$ cat config.mk
export PLATFORM = sky130hd
export DESIGN_NAME = swept_box_collision_top
export DESIGN_NICKNAME = d
export VERILOG_FILES = /design/src/rtl/sbc_pkg.sv /design/src/rtl/sbc_front.sv /design/src/rtl/sbc_queue.sv /design/src/rtl/sbc_slab.sv /design/src/rtl/sbc_div.sv /design/src/rtl/swept_box_collision_top.sv
export SDC_FILE = /design/constraint.sdc
export NUM_CORES = 2
export LEC_CHECK = 0
export ABC_AREA = 1
export BUFFER_PORTS_ARGS = -buffer_cell sky130_fd_sc_hd__buf_2
export CAP_MARGIN = 10
export CORE_MARGIN = 3
export CORE_UTILIZATION = 55
export CTS_CLUSTER_SIZE = 30
export DETAILED_ROUTE_END_ITERATION = 7
export GPL_ROUTABILITY_DRIVEN = 0
export PLACE_DENSITY = 0.7
export SLEW_MARGIN = 20
export SYNTH_ARGS = -nofsm -noshare
export SYNTH_HDL_FRONTEND = slang
export SYNTH_SLANG_ARGS = --single-unit
export TNS_END_PERCENT = 100
$ cat constraint.sdc
create_clock -name clk -period 89.1 [get_ports clk]
set_input_delay 17.82 -clock clk [delete_from_list [all_inputs] [get_ports clk]]
set_output_delay 17.82 -clock clk [all_outputs]
set_load 0.005 [all_outputs]
$ cat src/rtl/sbc_pkg.sv
// Shared widths, types and codes for the swept box collision block.
package sbc_pkg;

    localparam int COORD_BITS      = 11;
    localparam int VEL_BITS        = 8;
    localparam int MOVER_SIZE_BITS = 8;
    localparam int BOX_SIZE_BITS   = 10;

    localparam int SPAN_BITS = ((COORD_BITS > BOX_SIZE_BITS) ? COORD_BITS : BOX_SIZE_BITS) + 2;
    localparam int DEN_BITS  = VEL_BITS;
    localparam int PROD_BITS = SPAN_BITS + DEN_BITS + 1;
    localparam int NUM_BITS  = 2 * VEL_BITS;
    localparam int SUM_BITS  = ((COORD_BITS > VEL_BITS) ? COORD_BITS : VEL_BITS) + 2;

    localparam int QUEUE_DEPTH = 4;
    localparam int QPTR_BITS   = $clog2(QUEUE_DEPTH);
    localparam int QCNT_BITS   = $clog2(QUEUE_DEPTH + 1);

    typedef logic signed [COORD_BITS-1:0] coord_t;
    typedef logic signed [COORD_BITS:0]   contact_t;
    typedef logic signed [VEL_BITS-1:0]   vel_t;
    typedef logic signed [VEL_BITS:0]     velw_t;
    typedef logic signed [SPAN_BITS-1:0]  span_t;
    typedef logic [DEN_BITS-1:0]          den_t;
    typedef logic signed [PROD_BITS-1:0]  prod_t;
    typedef logic [NUM_BITS-1:0]          num_t;
    typedef logic signed [SUM_BITS-1:0]   sum_t;

    typedef enum logic [1:0] {
        AXIS_NONE,
        AXIS_X,
        AXIS_Y
    } axis_t;

    // One axis after classification; lo/hi already flipped for negative velocity.
    typedef struct packed {
        logic  moving;
        logic  blocked;
        span_t lo;
        span_t hi;
        den_t  d;
    } slab_t;

    typedef struct packed {
        slab_t  sx;
        slab_t  sy;
        coord_t mover_x;
        coord_t mover_y;
        vel_t   vel_x;
        vel_t   vel_y;
    } item_t;

    typedef struct packed {
        logic   hit;
        axis_t  axis;
        coord_t mover_x;
        coord_t mover_y;
        vel_t   vel_x;
        vel_t   vel_y;
        den_t   ed;
        num_t   num_x;
        num_t   num_y;
    } div_in_t;

endpackage

$ cat src/rtl/sbc_front.sv
// Front end: takes input beats and classifies each axis into slab bounds.
module sbc_front
(
    input  logic                                clk,
    input  logic                                rst_n,
    input  logic                                in_valid,
    output logic                                in_ready,
    input  sbc_pkg::coord_t                     mover_x,
    input  sbc_pkg::coord_t                     mover_y,
    input  logic [sbc_pkg::MOVER_SIZE_BITS-1:0] mover_w,
    input  logic [sbc_pkg::MOVER_SIZE_BITS-1:0] mover_h,
    input  sbc_pkg::vel_t                       vel_x,
    input  sbc_pkg::vel_t                       vel_y,
    input  sbc_pkg::coord_t                     box_x,
    input  sbc_pkg::coord_t                     box_y,
    input  logic [sbc_pkg::BOX_SIZE_BITS-1:0]   box_w,
    input  logic [sbc_pkg::BOX_SIZE_BITS-1:0]   box_h,
    output logic                                item_valid,
    output sbc_pkg::item_t                      item,
    input  logic                                item_ready
);

    function automatic sbc_pkg::slab_t classify(
        input sbc_pkg::span_t pos,
        input sbc_pkg::span_t size,
        input sbc_pkg::vel_t  vel,
        input sbc_pkg::span_t bpos,
        input sbc_pkg::span_t bsize
    );
        sbc_pkg::span_t  n1;
        sbc_pkg::span_t  n2;
        sbc_pkg::velw_t  vw;
        sbc_pkg::slab_t  s;
        n1        = bpos - (pos + size);
        n2        = (bpos + bsize) - pos;
        vw        = sbc_pkg::velw_t'(vel);
        s.moving  = (vel != '0);
        // stationary axis: must already overlap, touching counts
        s.blocked = !s.moving && ((!n1[sbc_pkg::SPAN_BITS-1] && n1 != '0)
                                  || n2[sbc_pkg::SPAN_BITS-1]);
        if (vel[sbc_pkg::VEL_BITS-1])
        begin
            vw = -vw;
            n1 = -n1;
            n2 = -n2;
        end
        s.d  = vw[sbc_pkg::DEN_BITS-1:0];
        s.lo = (n1 < n2) ? n1 : n2;
        s.hi = (n1 > n2) ? n1 : n2;
        return s;
    endfunction

    logic           valid_reg;
    logic           valid_next;
    sbc_pkg::item_t item_reg;
    sbc_pkg::item_t item_next;
    sbc_pkg::item_t classified;

    assign in_ready   = !valid_reg || item_ready;
    assign item_valid = valid_reg;
    assign item       = item_reg;

    always_comb
    begin
        classified.sx = classify(sbc_pkg::span_t'(mover_x), sbc_pkg::span_t'(mover_w), vel_x,
                                 sbc_pkg::span_t'(box_x), sbc_pkg::span_t'(box_w));
        classified.sy = classify(sbc_pkg::span_t'(mover_y), sbc_pkg::span_t'(mover_h), vel_y,
                                 sbc_pkg::span_t'(box_y), sbc_pkg::span_t'(box_h));
        classified.mover_x = mover_x;
        classified.mover_y = mover_y;
        classified.vel_x   = vel_x;
        classified.vel_y   = vel_y;
    end

    always_comb
    begin
        valid_next = valid_reg;
        item_next  = item_reg;
        if (in_valid && in_ready)
        begin
            valid_next = 1'b1;
            item_next  = classified;
        end
        else if (item_ready)
        begin
            valid_next = 1'b0;
        end
    end

    always_ff @(posedge clk or negedge rst_n)
    begin
        if (!rst_n)
        begin
            valid_reg <= 1'b0;
        end
        else
        begin
            valid_reg <= valid_next;
        end
    end

    always_ff @(posedge clk)
    begin
        item_reg <= item_next;
    end

endmodule

$ cat src/rtl/sbc_queue.sv
// Short FIFO between the classifying front end and the back pipeline.
module sbc_queue
(
    input  logic           clk,
    input  logic           rst_n,
    input  logic           push_valid,
    input  sbc_pkg::item_t push_item,
    output logic           push_ready,
    input  logic           pop,
    output logic           pop_valid,
    output sbc_pkg::item_t pop_item
);

    sbc_pkg::item_t                 mem_reg [sbc_pkg::QUEUE_DEPTH];
    logic [sbc_pkg::QPTR_BITS-1:0]  wr_ptr_reg;
    logic [sbc_pkg::QPTR_BITS-1:0]  wr_ptr_next;
    logic [sbc_pkg::QPTR_BITS-1:0]  rd_ptr_reg;
    logic [sbc_pkg::QPTR_BITS-1:0]  rd_ptr_next;
    logic [sbc_pkg::QCNT_BITS-1:0]  count_reg;
    logic [sbc_pkg::QCNT_BITS-1:0]  count_next;
    logic                           do_push;
    logic                           do_pop;

    assign push_ready = (count_reg != sbc_pkg::QCNT_BITS'(sbc_pkg::QUEUE_DEPTH));
    assign pop_valid  = (count_reg != '0);
    assign pop_item   = mem_reg[rd_ptr_reg];
    assign do_push    = push_valid && push_ready;
    assign do_pop     = pop && pop_valid;

    always_comb
    begin
        wr_ptr_next = wr_ptr_reg;
        rd_ptr_next = rd_ptr_reg;
        if (do_push)
        begin
            wr_ptr_next = (wr_ptr_reg == sbc_pkg::QPTR_BITS'(sbc_pkg::QUEUE_DEPTH - 1))
                          ? '0 : wr_ptr_reg + 1'b1;
        end
        if (do_pop)
        begin
            rd_ptr_next = (rd_ptr_reg == sbc_pkg::QPTR_BITS'(sbc_pkg::QUEUE_DEPTH - 1))
                          ? '0 : rd_ptr_reg + 1'b1;
        end
        count_next = count_reg + sbc_pkg::QCNT_BITS'(do_push) - sbc_pkg::QCNT_BITS'(do_pop);
    end

    always_ff @(posedge clk or negedge rst_n)
    begin
        if (!rst_n)
        begin
            wr_ptr_reg <= '0;
            rd_ptr_reg <= '0;
            count_reg  <= '0;
        end
        else
        begin
            wr_ptr_reg <= wr_ptr_next;
            rd_ptr_reg <= rd_ptr_next;
            count_reg  <= count_next;
        end
    end

    always_ff @(posedge clk)
    begin
        if (do_push)
        begin
            mem_reg[wr_ptr_reg] <= push_item;
        end
    end

endmodule

$ cat src/rtl/sbc_slab.sv
// Back pipeline: combines the two slabs, decides the hit and forms the contact dividends.
module sbc_slab
(
    input  logic             clk,
    input  logic             rst_n,
    input  logic             adv,
    input  logic             item_valid,
    input  sbc_pkg::item_t   item,
    output logic             pop,
    output logic             div_valid,
    output sbc_pkg::div_in_t div_in
);

    typedef struct packed {
        logic            miss;
        sbc_pkg::coord_t mover_x;
        sbc_pkg::coord_t mover_y;
        sbc_pkg::vel_t   vel_x;
        sbc_pkg::vel_t   vel_y;
        sbc_pkg::den_t   dx;
        sbc_pkg::den_t   dy;
    } ctx_t;

    // entry en/ed, exit xn/xd
    typedef struct packed {
        sbc_pkg::span_t en;
        sbc_pkg::den_t  ed;
        sbc_pkg::span_t xn;
        sbc_pkg::den_t  xd;
        sbc_pkg::axis_t axis;
    } win_t;

    typedef struct packed {
        win_t           w;
        sbc_pkg::slab_t sy;
        ctx_t           c;
    } st1_t;

    typedef struct packed {
        win_t           w;
        sbc_pkg::slab_t sy;
        sbc_pkg::prod_t p_lo;
        sbc_pkg::prod_t p_en;
        sbc_pkg::prod_t p_hi;
        sbc_pkg::prod_t p_xn;
        ctx_t           c;
    } st2_t;

    typedef struct packed {
        win_t w;
        ctx_t c;
    } st3_t;

    typedef struct packed {
        win_t           w;
        sbc_pkg::prod_t a;
        sbc_pkg::prod_t b;
        ctx_t           c;
    } st4_t;

    function automatic sbc_pkg::prod_t smul(input sbc_pkg::span_t n, input sbc_pkg::den_t d);
        return sbc_pkg::prod_t'(n) * sbc_pkg::prod_t'(d);
    endfunction

    logic             s1_valid_reg, s1_valid_next;
    logic             s2_valid_reg, s2_valid_next;
    logic             s3_valid_reg, s3_valid_next;
    logic             s4_valid_reg, s4_valid_next;
    logic             s5_valid_reg, s5_valid_next;
    st1_t             s1_reg, s1_next;
    st2_t             s2_reg, s2_next;
    st3_t             s3_reg, s3_next;
    st4_t             s4_reg, s4_next;
    sbc_pkg::div_in_t s5_reg, s5_next;

    assign pop       = adv && item_valid;
    assign div_valid = s5_valid_reg;
    assign div_in    = s5_reg;

    // x axis against the initial window 0/1 .. 1/1
    always_comb
    begin
        s1_next.c.miss    = item.sx.blocked || item.sy.blocked;
        s1_next.c.mover_x = item.mover_x;
        s1_next.c.mover_y = item.mover_y;
        s1_next.c.vel_x   = item.vel_x;
        s1_next.c.vel_y   = item.vel_y;
        s1_next.c.dx      = item.sx.d;
        s1_next.c.dy      = item.sy.d;
        s1_next.sy        = item.sy;
        if (item.sx.moving && !item.sx.lo[sbc_pkg::SPAN_BITS-1] && item.sx.lo != '0)
        begin
            s1_next.w.en   = item.sx.lo;
            s1_next.w.ed   = item.sx.d;
            s1_next.w.axis = sbc_pkg::AXIS_X;
        end
        else
        begin
            s1_next.w.en   = '0;
            s1_next.w.ed   = sbc_pkg::den_t'(1);
            s1_next.w.axis = sbc_pkg::AXIS_NONE;
        end
        if (item.sx.moving && sbc_pkg::prod_t'(item.sx.hi) < sbc_pkg::prod_t'(item.sx.d))
        begin
            s1_next.w.xn = item.sx.hi;
            s1_next.w.xd = item.sx.d;
        end
        else
        begin
            s1_next.w.xn = sbc_pkg::span_t'(1);
            s1_next.w.xd = sbc_pkg::den_t'(1);
        end
    end

    always_comb
    begin
        s2_next.w    = s1_reg.w;
        s2_next.sy   = s1_reg.sy;
        s2_next.c    = s1_reg.c;
        s2_next.p_lo = smul(s1_reg.sy.lo, s1_reg.w.ed);
        s2_next.p_en = smul(s1_reg.w.en, s1_reg.sy.d);
        s2_next.p_hi = smul(s1_reg.sy.hi, s1_reg.w.xd);
        s2_next.p_xn = smul(s1_reg.w.xn, s1_reg.sy.d);
    end

    always_comb
    begin
        s3_next.w = s2_reg.w;
        s3_next.c = s2_reg.c;
        if (s2_reg.sy.moving && s2_reg.p_lo > s2_reg.p_en)
        begin
            s3_next.w.en   = s2_reg.sy.lo;
            s3_next.w.ed   = s2_reg.sy.d;
            s3_next.w.axis = sbc_pkg::AXIS_Y;
        end
        if (s2_reg.sy.moving && s2_reg.p_hi < s2_reg.p_xn)
        begin
            s3_next.w.xn = s2_reg.sy.hi;
            s3_next.w.xd = s2_reg.sy.d;
        end
    end

    always_comb
    begin
        s4_next.w = s3_reg.w;
        s4_next.c = s3_reg.c;
        s4_next.a = smul(s3_reg.w.en, s3_reg.w.xd);
        s4_next.b = smul(s3_reg.w.xn, s3_reg.w.ed);
    end

    // on a hit en <= ed, so the low bits of en carry it whole
    always_comb
    begin
        s5_next.hit     = !s4_reg.c.miss && !(s4_reg.a > s4_reg.b)
                          && !s4_reg.w.en[sbc_pkg::SPAN_BITS-1]
                          && (sbc_pkg::prod_t'(s4_reg.w.en) <= sbc_pkg::prod_t'(s4_reg.w.ed));
        s5_next.axis    = s4_reg.w.axis;
        s5_next.mover_x = s4_reg.c.mover_x;
        s5_next.mover_y = s4_reg.c.mover_y;
        s5_next.vel_x   = s4_reg.c.vel_x;
        s5_next.vel_y   = s4_reg.c.vel_y;
        s5_next.ed      = s4_reg.w.ed;
        s5_next.num_x   = sbc_pkg::num_t'(s4_reg.c.dx)
                          * sbc_pkg::num_t'(s4_reg.w.en[sbc_pkg::DEN_BITS-1:0]);
        s5_next.num_y   = sbc_pkg::num_t'(s4_reg.c.dy)
                          * sbc_pkg::num_t'(s4_reg.w.en[sbc_pkg::DEN_BITS-1:0]);
    end

    always_comb
    begin
        s1_valid_next = adv ? item_valid   : s1_valid_reg;
        s2_valid_next = adv ? s1_valid_reg : s2_valid_reg;
        s3_valid_next = adv ? s2_valid_reg : s3_valid_reg;
        s4_valid_next = adv ? s3_valid_reg : s4_valid_reg;
        s5_valid_next = adv ? s4_valid_reg : s5_valid_reg;
    end

    always_ff @(posedge clk or negedge rst_n)
    begin
        if (!rst_n)
        begin
            s1_valid_reg <= 1'b0;
            s2_valid_reg <= 1'b0;
            s3_valid_reg <= 1'b0;
            s4_valid_reg <= 1'b0;
            s5_valid_reg <= 1'b0;
        end
        else
        begin
            s1_valid_reg <= s1_valid_next;
            s2_valid_reg <= s2_valid_next;
            s3_valid_reg <= s3_valid_next;
            s4_valid_reg <= s4_valid_next;
            s5_valid_reg <= s5_valid_next;
        end
    end

    always_ff @(posedge clk)
    begin
        if (adv)
        begin
            s1_reg <= s1_next;
            s2_reg <= s2_next;
            s3_reg <= s3_next;
            s4_reg <= s4_next;
            s5_reg <= s5_next;
        end
    end

endmodule

$ cat src/rtl/sbc_div.sv
// Back pipeline tail: one quotient bit per stage for both axes, then the output register.
module sbc_div
(
    input  logic                   clk,
    input  logic                   rst_n,
    input  logic                   div_valid,
    input  sbc_pkg::div_in_t       div_in,
    output logic                   adv,
    output logic                   out_valid,
    input  logic                   out_ready,
    output logic                   hit,
    output sbc_pkg::contact_t      contact_x,
    output sbc_pkg::contact_t      contact_y,
    output sbc_pkg::velw_t         new_vel_x,
    output sbc_pkg::velw_t         new_vel_y
);

    typedef struct packed {
        sbc_pkg::den_t r;
        sbc_pkg::den_t nlo;
        sbc_pkg::den_t q;
    } lane_t;

    typedef struct packed {
        logic            hit;
        sbc_pkg::axis_t  axis;
        sbc_pkg::coord_t mover_x;
        sbc_pkg::coord_t mover_y;
        sbc_pkg::vel_t   vel_x;
        sbc_pkg::vel_t   vel_y;
        sbc_pkg::den_t   ed;
        lane_t           lx;
        lane_t           ly;
    } div_t;

    // restoring step; the upper dividend half is below the divisor on a hit
    function automatic lane_t lane_step(input lane_t l, input sbc_pkg::den_t d);
        logic [sbc_pkg::DEN_BITS:0] t;
        lane_t                      o;
        t     = {l.r, l.nlo[sbc_pkg::DEN_BITS-1]};
        o.nlo = l.nlo << 1;
        if (t >= {1'b0, d})
        begin
            o.r = sbc_pkg::den_t'(t - {1'b0, d});
            o.q = {l.q[sbc_pkg::DEN_BITS-2:0], 1'b1};
        end
        else
        begin
            o.r = sbc_pkg::den_t'(t);
            o.q = {l.q[sbc_pkg::DEN_BITS-2:0], 1'b0};
        end
        return o;
    endfunction

    function automatic sbc_pkg::contact_t contact(
        input sbc_pkg::coord_t pos,
        input sbc_pkg::vel_t   vel,
        input sbc_pkg::den_t   q
    );
        sbc_pkg::sum_t base;
        sbc_pkg::sum_t mag;
        sbc_pkg::sum_t total;
        base  = sbc_pkg::sum_t'(pos);
        mag   = sbc_pkg::sum_t'(q);
        total = vel[sbc_pkg::VEL_BITS-1] ? base - mag : base + mag;
        return sbc_pkg::contact_t'(total[sbc_pkg::COORD_BITS:0]);
    endfunction

    div_t                        first;
    div_t                        stage_in   [sbc_pkg::DEN_BITS];
    div_t                        stage_next [sbc_pkg::DEN_BITS];
    div_t                        stage_reg  [sbc_pkg::DEN_BITS];
    logic [sbc_pkg::DEN_BITS-1:0] valid_reg;
    logic [sbc_pkg::DEN_BITS-1:0] valid_next;
    div_t                        last;
    sbc_pkg::velw_t              vx_w;
    sbc_pkg::velw_t              vy_w;

    logic              out_valid_reg, out_valid_next;
    logic              hit_reg, hit_next;
    sbc_pkg::contact_t cx_reg, cx_next;
    sbc_pkg::contact_t cy_reg, cy_next;
    sbc_pkg::velw_t    nvx_reg, nvx_next;
    sbc_pkg::velw_t    nvy_reg, nvy_next;

    assign adv = !out_valid_reg || out_ready;

    always_comb
    begin
        first.hit     = div_in.hit;
        first.axis    = div_in.axis;
        first.mover_x = div_in.mover_x;
        first.mover_y = div_in.mover_y;
        first.vel_x   = div_in.vel_x;
        first.vel_y   = div_in.vel_y;
        first.ed      = div_in.ed;
        first.lx.r    = div_in.num_x[sbc_pkg::NUM_BITS-1:sbc_pkg::DEN_BITS];
        first.lx.nlo  = div_in.num_x[sbc_pkg::DEN_BITS-1:0];
        first.lx.q    = '0;
        first.ly.r    = div_in.num_y[sbc_pkg::NUM_BITS-1:sbc_pkg::DEN_BITS];
        first.ly.nlo  = div_in.num_y[sbc_pkg::DEN_BITS-1:0];
        first.ly.q    = '0;
    end

    for (genvar k = 0; k < sbc_pkg::DEN_BITS; k++)
    begin : g_stage
        if (k == 0)
        begin : g_head
            always_comb
            begin
                stage_in[k]   = first;
                valid_next[k] = adv ? div_valid : valid_reg[k];
            end
        end
        else
        begin : g_body
            always_comb
            begin
                stage_in[k]   = stage_reg[k-1];
                valid_next[k] = adv ? valid_reg[k-1] : valid_reg[k];
            end
        end

        always_comb
        begin
            stage_next[k]    = stage_in[k];
            stage_next[k].lx = lane_step(stage_in[k].lx, stage_in[k].ed);
            stage_next[k].ly = lane_step(stage_in[k].ly, stage_in[k].ed);
        end

        always_ff @(posedge clk or negedge rst_n)
        begin
            if (!rst_n)
            begin
                valid_reg[k] <= 1'b0;
            end
            else
            begin
                valid_reg[k] <= valid_next[k];
            end
        end

        always_ff @(posedge clk)
        begin
            if (adv)
            begin
                stage_reg[k] <= stage_next[k];
            end
        end
    end

    assign last = stage_reg[sbc_pkg::DEN_BITS-1];
    assign vx_w = sbc_pkg::velw_t'(last.vel_x);
    assign vy_w = sbc_pkg::velw_t'(last.vel_y);

    always_comb
    begin
        out_valid_next = adv ? valid_reg[sbc_pkg::DEN_BITS-1] : out_valid_reg;
        hit_next       = last.hit;
        cx_next        = last.hit ? contact(last.mover_x, last.vel_x, last.lx.q) : '0;
        cy_next        = last.hit ? contact(last.mover_y, last.vel_y, last.ly.q) : '0;
        nvx_next       = (last.hit && last.axis == sbc_pkg::AXIS_X) ? -vx_w : vx_w;
        nvy_next       = (last.hit && last.axis == sbc_pkg::AXIS_Y) ? -vy_w : vy_w;
    end

    always_ff @(posedge clk or negedge rst_n)
    begin
        if (!rst_n)
        begin
            out_valid_reg <= 1'b0;
        end
        else
        begin
            out_valid_reg <= out_valid_next;
        end
    end

    always_ff @(posedge clk)
    begin
        if (adv)
        begin
            hit_reg <= hit_next;
            cx_reg  <= cx_next;
            cy_reg  <= cy_next;
            nvx_reg <= nvx_next;
            nvy_reg <= nvy_next;
        end
    end

    assign out_valid = out_valid_reg;
    assign hit       = hit_reg;
    assign contact_x = cx_reg;
    assign contact_y = cy_reg;
    assign new_vel_x = nvx_reg;
    assign new_vel_y = nvy_reg;

endmodule

$ cat src/rtl/swept_box_collision_top.sv
// Path: front-end register, queue, slab stages s1..s5, then one divider stage per
// quotient bit and the output register; beats hold in place while the output stalls.
// Throughput: one beat per cycle while out_ready is high; the back pipeline and its
// divider advance and stall together, and the 4-entry queue absorbs front-end slack.
// Reset: asynchronous, clears all valid flags and the queue pointers; no clearing pass.
module swept_box_collision_top
(
    input  logic                                clk,
    input  logic                                rst_n,
    input  logic                                in_valid,
    output logic                                in_ready,
    input  sbc_pkg::coord_t                     mover_x,
    input  sbc_pkg::coord_t                     mover_y,
    input  logic [sbc_pkg::MOVER_SIZE_BITS-1:0] mover_w,
    input  logic [sbc_pkg::MOVER_SIZE_BITS-1:0] mover_h,
    input  sbc_pkg::vel_t                       vel_x,
    input  sbc_pkg::vel_t                       vel_y,
    input  sbc_pkg::coord_t                     box_x,
    input  sbc_pkg::coord_t                     box_y,
    input  logic [sbc_pkg::BOX_SIZE_BITS-1:0]   box_w,
    input  logic [sbc_pkg::BOX_SIZE_BITS-1:0]   box_h,
    output logic                                out_valid,
    input  logic                                out_ready,
    output logic                                hit,
    output sbc_pkg::contact_t                   contact_x,
    output sbc_pkg::contact_t                   contact_y,
    output sbc_pkg::velw_t                      new_vel_x,
    output sbc_pkg::velw_t                      new_vel_y
);

    logic             front_valid;
    sbc_pkg::item_t   front_item;
    logic             q_ready;
    logic             q_valid;
    sbc_pkg::item_t   q_item;
    logic             pop;
    logic             adv;
    logic             div_valid;
    sbc_pkg::div_in_t div_in;

    sbc_front u_front
    (
        .clk        (clk),
        .rst_n      (rst_n),
        .in_valid   (in_valid),
        .in_ready   (in_ready),
        .mover_x    (mover_x),
        .mover_y    (mover_y),
        .mover_w    (mover_w),
        .mover_h    (mover_h),
        .vel_x      (vel_x),
        .vel_y      (vel_y),
        .box_x      (box_x),
        .box_y      (box_y),
        .box_w      (box_w),
        .box_h      (box_h),
        .item_valid (front_valid),
        .item       (front_item),
        .item_ready (q_ready)
    );

    sbc_queue u_queue
    (
        .clk        (clk),
        .rst_n      (rst_n),
        .push_valid (front_valid),
        .push_item  (front_item),
        .push_ready (q_ready),
        .pop        (pop),
        .pop_valid  (q_valid),
        .pop_item   (q_item)
    );

    sbc_slab u_slab
    (
        .clk        (clk),
        .rst_n      (rst_n),
        .adv        (adv),
        .item_valid (q_valid),
        .item       (q_item),
        .pop        (pop),
        .div_valid  (div_valid),
        .div_in     (div_in)
    );

    sbc_div u_div
    (
        .clk        (clk),
        .rst_n      (rst_n),
        .div_valid  (div_valid),
        .div_in     (div_in),
        .adv        (adv),
        .out_valid  (out_valid),
        .out_ready  (out_ready),
        .hit        (hit),
        .contact_x  (contact_x),
        .contact_y  (contact_y),
        .new_vel_x  (new_vel_x),
        .new_vel_y  (new_vel_y)
    );

    a_miss_zero_contact : assert property (@(posedge clk) disable iff (!rst_n)
        out_valid && !hit |-> contact_x == '0 && contact_y == '0)
        else $error("miss beat carries a non-zero contact point");

    a_empty_not_full : assert property (@(posedge clk) disable iff (!rst_n)
        !q_valid |-> q_ready)
        else $error("queue reports empty and full together");

    a_front_holds : assert property (@(posedge clk) disable iff (!rst_n)
        front_valid && !q_ready |=> front_valid)
        else $error("front end dropped a beat while the queue was full");

endmodule

# Yosys cells after proc, flatten, opt, wreduce, memory -nomap -nowiden
# Memory sizes are Yosys's and may differ from the RTL's.
# Index checks and enable logic that the tools add are counted.
# totals
ff_bits,817
latch_bits,0
ram_bits,1200
mem_bits_ro,0
output_inout_bits,45
memories,2
# op_classes
n_addsub,40
multipliers,8
div,0
n_lt_le_gt_ge,25
eq_ne,5
shifts,0
n_mux,57
n_bitwise,0
n_reduce_logical,40
# mem_list
memory,words,word_bits,rd,rd_clocked_by_memory_dff,write_ports,line_no,source
u_div.stage_reg,8,95,8,0,8,sbc_div.sv:72,div_t stage_reg [sbc_pkg::DEN_BITS];
u_queue.mem_reg,4,110,1,0,1,sbc_queue.sv:14,sbc_pkg::item_t mem_reg [sbc_pkg::QUEUE_DEPTH];
# ops
op,n
>= comparator 9 x 8 -> 1 bit,16
multiplier 13 x 9 -> 22 bit,6
2-to-1 mux 8 bit,16
subtractor 8 bit,16
2-to-1 mux 13 bit,8
negator 13 bit,4
adder 11 x 9 -> 12 bit,4
> comparator 22 bit,2
2-to-1 mux 21 bit,2
nonzero test 13 bit,3
multiplier 9 x 8 -> 16 bit,2
> comparator 13 bit,2
< comparator 13 bit,2
subtractor 11 x 12 -> 13 bit,2
subtractor 12 x 11 -> 13 bit,2
adder 11 x 11 -> 12 bit,2
2-to-1 mux 12 bit,2
subtractor 11 x 9 -> 12 bit,2
2-to-1 mux 1 bit,23
< comparator 22 bit,1
logical AND 1 bit,18
2-to-1 mux 9 bit,2
negator 8 -> 9 bit,2
negator 8 bit,2
other kinds (15),34

# Longest topological paths before layout
# depth
word_depth,6
mapped_depth,33

# Cells and area by module
# A second synthesis with hierarchy kept.
# hier_totals
cells_unflattened,10363
hier_area_um2,109497.5
# by_module_without_submodules
module,instances,cells_per_inst,area_each_um2,seq_area_each_um2
sbc_slab,1,5314,51567.0,19343.6
sbc_div,1,2429,30036.3,20254.4
sbc_queue,1,1339,17954.7,13387.8
sbc_front,1,1281,9939.5,3268.1

# Worst setup path before layout
# Ideal clock, no wire load.
# synth_path
kind,input to register
start,in out_ready
end,reg u_div.cx_reg[0] (netlist: u_div.contact_x[0]) (enable)
setup_time_ns,2.176
arrival_time_ns,53.142
path_slack_ns,33.782
cell_stages,3
n_path_buf,1
path_cell_list,nor2_1 > inv_1 > clkbuf_1
# synth_between
elab_chain_len,1
# synth_lines
element,line_no,source
"start, declared",swept_box_collision_top.sv:23,"input logic out_ready,"
logical OR 1 bit,sbc_div.sv:86,assign adv = !out_valid_reg || out_ready;
"end signal, assigned",sbc_div.sv:183,cx_reg <= cx_next;
"end, declared",sbc_div.sv:81,"sbc_pkg::contact_t cx_reg, cx_next;"
# Every way passes these cells.
# A chain may end at the register's enable or synchronous reset.

==> flow_summary_export.csv <==
group,metric,value,unit
sta,finalSetupViolations,0,
worst_setup_path,critical_path_peak_fanout,20,
sta,timing.final.max_slew_violations,0,
routing,via_count,65535,
grt,final_global_route_overflow_total,0,
worst_setup_path,worstSetupEndpointType,"register",
worst_setup_path,r2r_cells,16,
worst_setup_path,crit_path_frequent_cell,"sky130_fd_sc_hd__nand2_1",
place,placement_stage_cell_area,0.108,mm2
routing,ant_nets,0,
cts,cts_root_buf,"sky130_fd_sc_hd__clkbuf_16",
sta,final-hold-violation-count,0,
worst_setup_path,worst_setup_path_startpoint,"box_x[1]",
cts,cts_num_sinks,1861,
routing,postRouteWirelength,221,mm
cts,clk_latency,0.85,ns
cts,clk_pin_slew_worst_paths,0.06,ns
sta,max_freq,0.0457,GHz
layout,largest_register_ff_count,624,
logic_synthesis,ys_seq_elements,1861,
place,dp_hpwl,159,mm
routing,drt_first_iter_violations,4914,
sta,rsz0062_at_grt,"no",
place,place.port_buffers,144,
grt,via_count_of_the_first_global_routing_pass,67452,
place,dp.cells,11965,
sta,final_min_period,21.91,ns
cts,gates_resized_cts_repair,0,
logic_synthesis,synth.top_cells.by_area,"sky130_fd_sc_hd__edfxtp_1 53%, sky130_fd_sc_hd__fa_1 12%, sky130_fd_sc_hd__ha_1 8.1%, sky130_fd_sc_hd__inv_1 7.1%, sky130_fd_sc_hd__nand2_1 6.5%",
routing,avgViaCountPerCell,5.33,
logic_synthesis,post_synth_instance_area,0.105,mm2
cts,cts-buffers-inserted,184,
routing,route.detailed.wl_per_inst,18.0,um
layout,multiInputGateArea,0.0406,mm2
cts,hold_buffers,0,
worst_setup_path,worstReg2RegStart,"u_slab.s1_reg[16]",
sta,final.setup.tns,0,ns
logic_synthesis,count_of_yosys_warnings_during_synthesis,0,
logic_synthesis,yosysTopAreaCellShare,52.5,%
layout,fin_cells,12303,
cts,cts_tree,"built",
hold_path,hp-class,"reg2reg",
layout,flow.area_growth_from_synthesis,8.60,%
logic_synthesis,synth-edff-count,1839,
worst_setup_path,data_arrival_time_at_the_worst_slack_endpoint,22.44,ns
worst_setup_path,worstPathRequired,89.63,ns
worst_setup_path,timing.setup.critical_path_class,"in2reg",
floorplanning,die_area,0.196,mm2
layout,n_fill_cell,14833,
sta,slew-limit-headroom,24.8,%
floorplanning,rows,159,
cts,cts-htree-levels,4,
floorplanning,die_x,443,um
logic_synthesis,synth.net_count,10970,
worst_setup_path,timing.reg2reg.setup_slack,83.63,ns
layout,storage_element_area,0.0558,mm2
status,run_status,"finished clean",
logic_synthesis,synthArstFlopShare,1.18,%
routing,detail_route.first_pass.iterations,6,
worst_setup_path,worst_setup_path_start_kind,"input port",
sta,min_period_over_period,24.6,%
logic_synthesis,synth.largest_area_cell,"sky130_fd_sc_hd__edfxtp_1",
floorplanning,io-pin-count,145,
grt,grt.total_usage,22.9,%
floorplanning,coreArea,0.189,mm2
layout,final_layout_size_suffix_gt1_share,5.36,%
logic_synthesis,syn-mean-instance-area,11.0,um2
layout,fin_area,0.114,mm2
cts,cts_setup_buffers,0,
grt,grt_max_degree,192,
floorplanning,start_util,55.6,%
worst_setup_path,crit_end,"u_front.item[91]",
worst_setup_path,worst_path_max_delay_cell,"sky130_fd_sc_hd__nor2_2",
worst_setup_path,worstReg2RegEnd,"u_slab.s2_reg[120]",
logic_synthesis,synthFlopType,"sky130_fd_sc_hd__edfxtp_1",
cts,clk_path_buf_depth,3,
floorplanning,die_height,443,um
grt,number_of_antenna_violations_at_the_first_check_in_global_routing,5,
grt,grt_pass1_wl,357,mm
logic_synthesis,synth.yosys.seq_area_share,53.0,%
sta,worst-slew-pin-transition,1.13,ns
job,max_cap_violations,0,
logic_synthesis,count_of_unique_library_cells_instantiated_by_yosys,62,
logic_synthesis,post_synth_inst_count,9558,
routing,detail_route.drc_violations,0,
sta,skew,0.0689,ns
layout,nNetsFinal,11068,
worst_setup_path,slowest_delay,0.61,ns
cell type report:
| type | instances | share of cell area (%) |
|---|---|---|
| diodes | 2 | 0.00438 |
| multi-input cells | 5415 | 35.6 |
| inverters | 2000 | 6.59 |
| flip-flops and latches | 1861 | 48.8 |
| well taps | 2495 | 2.73 |
| clock buffers | 215 | 4.13 |
| clock inverters | 121 | 1.16 |
| repair buffers | 194 | 0.974 |
per-stage QoR:
stage                     utilization (%)  setup WS, ns  hold WS, ns
after floorplan                         -         33.78        0.400
after global placement               57.2         66.62        0.400
after detailed placement             57.2         66.45        0.405
after CTS                            60.4         67.33        0.371
after global routing                 60.4         66.70        0.388
final                                60.4         67.19        0.386
how the worst min path moves through the flow:
stage,start,end,cells after the start
floorplan,u_div.stage_reg[0][8],u_div.stage_reg[0][104],0
global placement,u_slab.s2_reg[10],u_slab.s3_reg[10],0
detailed placement,u_slab.div_in[3],u_div.stage_reg[0][11],0
CTS,u_div.stage_reg[0][321],u_div.stage_reg[1][37],0
global route,u_div.stage_reg[0][321],u_div.stage_reg[1][37],0
finish,u_slab.s3_reg[5],u_slab.s4_reg[5],0
per-layer routing:
metal / track usage (%) / part of all wire, %
met3: 3.12 / 5.3
met2: 39.8 / 50
met5: 0 / 0.012
met4: 9.46 / 4.3
met1: 28.9 / 40
Yosys cell counts (57+ instances only):
library cell / instances
sky130_fd_sc_hd__nand4_1: 57
sky130_fd_sc_hd__xnor2_1: 97
sky130_fd_sc_hd__o21ai_0: 356
sky130_fd_sc_hd__nand2_1: 1832
sky130_fd_sc_hd__nand3_1: 220
sky130_fd_sc_hd__a21oi_1: 408
sky130_fd_sc_hd__inv_1: 1994
sky130_fd_sc_hd__edfxtp_1: 1839
sky130_fd_sc_hd__clkbuf_1: 178
sky130_fd_sc_hd__fa_1: 631
sky130_fd_sc_hd__nor2_1: 549
sky130_fd_sc_hd__ha_1: 681
sky130_fd_sc_hd__xor2_1: 188
sky130_fd_sc_hd__o22ai_1: 71
cells by family after synthesis:
logic type,synth area share (%)
AO/OA/AOI/OAI,5.40
XOR/XNOR,2.37
adder cells (fa/ha/maj),20.1
buffers and inverters,8.37
flip-flops,53.0
other,0.00357
AND/OR/NAND/NOR,10.7
placed cells by master (no fill, tap or decap), types with 7 or more instances in the layout:
master | synthesis | layout
sky130_fd_sc_hd__o21ai_1 | 13 | 13
sky130_fd_sc_hd__nor2_1 | 549 | 545
sky130_fd_sc_hd__o211ai_1 | 33 | 33
sky130_fd_sc_hd__buf_2 | 41 | 144
sky130_fd_sc_hd__or4_1 | 8 | 8
sky130_fd_sc_hd__clkbuf_16 | 0 | 184
sky130_fd_sc_hd__nand3_1 | 220 | 220
sky130_fd_sc_hd__ha_1 | 681 | 681
sky130_fd_sc_hd__o21bai_1 | 12 | 12
sky130_fd_sc_hd__nor3_1 | 51 | 51
sky130_fd_sc_hd__buf_4 | 14 | 48
sky130_fd_sc_hd__nand2_1 | 1832 | 1832
sky130_fd_sc_hd__nor4_1 | 10 | 10
sky130_fd_sc_hd__a31oi_1 | 18 | 18
sky130_fd_sc_hd__nand4_1 | 57 | 57
sky130_fd_sc_hd__bufinv_16 | 0 | 13
sky130_fd_sc_hd__clkinv_1 | 3 | 34
sky130_fd_sc_hd__a21oi_1 | 408 | 408
sky130_fd_sc_hd__edfxtp_1 | 1839 | 1839
sky130_fd_sc_hd__a32oi_1 | 14 | 14
sky130_fd_sc_hd__o22ai_1 | 71 | 71
sky130_fd_sc_hd__or2_2 | 22 | 22
sky130_fd_sc_hd__clkinv_2 | 0 | 30
sky130_fd_sc_hd__o22a_1 | 11 | 11
sky130_fd_sc_hd__dfrtp_1 | 22 | 20
sky130_fd_sc_hd__inv_6 | 1 | 7
sky130_fd_sc_hd__nor2_2 | 12 | 12
sky130_fd_sc_hd__clkinv_16 | 0 | 12
sky130_fd_sc_hd__o21a_1 | 9 | 9
sky130_fd_sc_hd__nand3b_1 | 20 | 20
sky130_fd_sc_hd__inv_1 | 1994 | 1992
sky130_fd_sc_hd__xnor2_1 | 97 | 97
sky130_fd_sc_hd__a21o_1 | 13 | 13
sky130_fd_sc_hd__clkbuf_1 | 178 | 31
sky130_fd_sc_hd__xor2_1 | 188 | 188
sky130_fd_sc_hd__o31ai_1 | 25 | 25
sky130_fd_sc_hd__fa_1 | 631 | 631
sky130_fd_sc_hd__clkinvlp_4 | 0 | 19
sky130_fd_sc_hd__o21ai_0 | 356 | 356
worst max-delay path, delay by kind of cell:
| family | cells | cell delay (ns) |
|---|---|---|
| AO/OA/AOI/OAI | 3 | 0.44 |
| buffers and inverters | 6 | 0.54 |
| XOR/XNOR | 1 | 0.27 |
| adder cells (fa/ha/maj) | 3 | 1.29 |
| AND/OR/NAND/NOR | 14 | 2.07 |
Power is not shown: default switching activity piles up to over one toggle a cycle in this logic, so the estimate is an artifact.
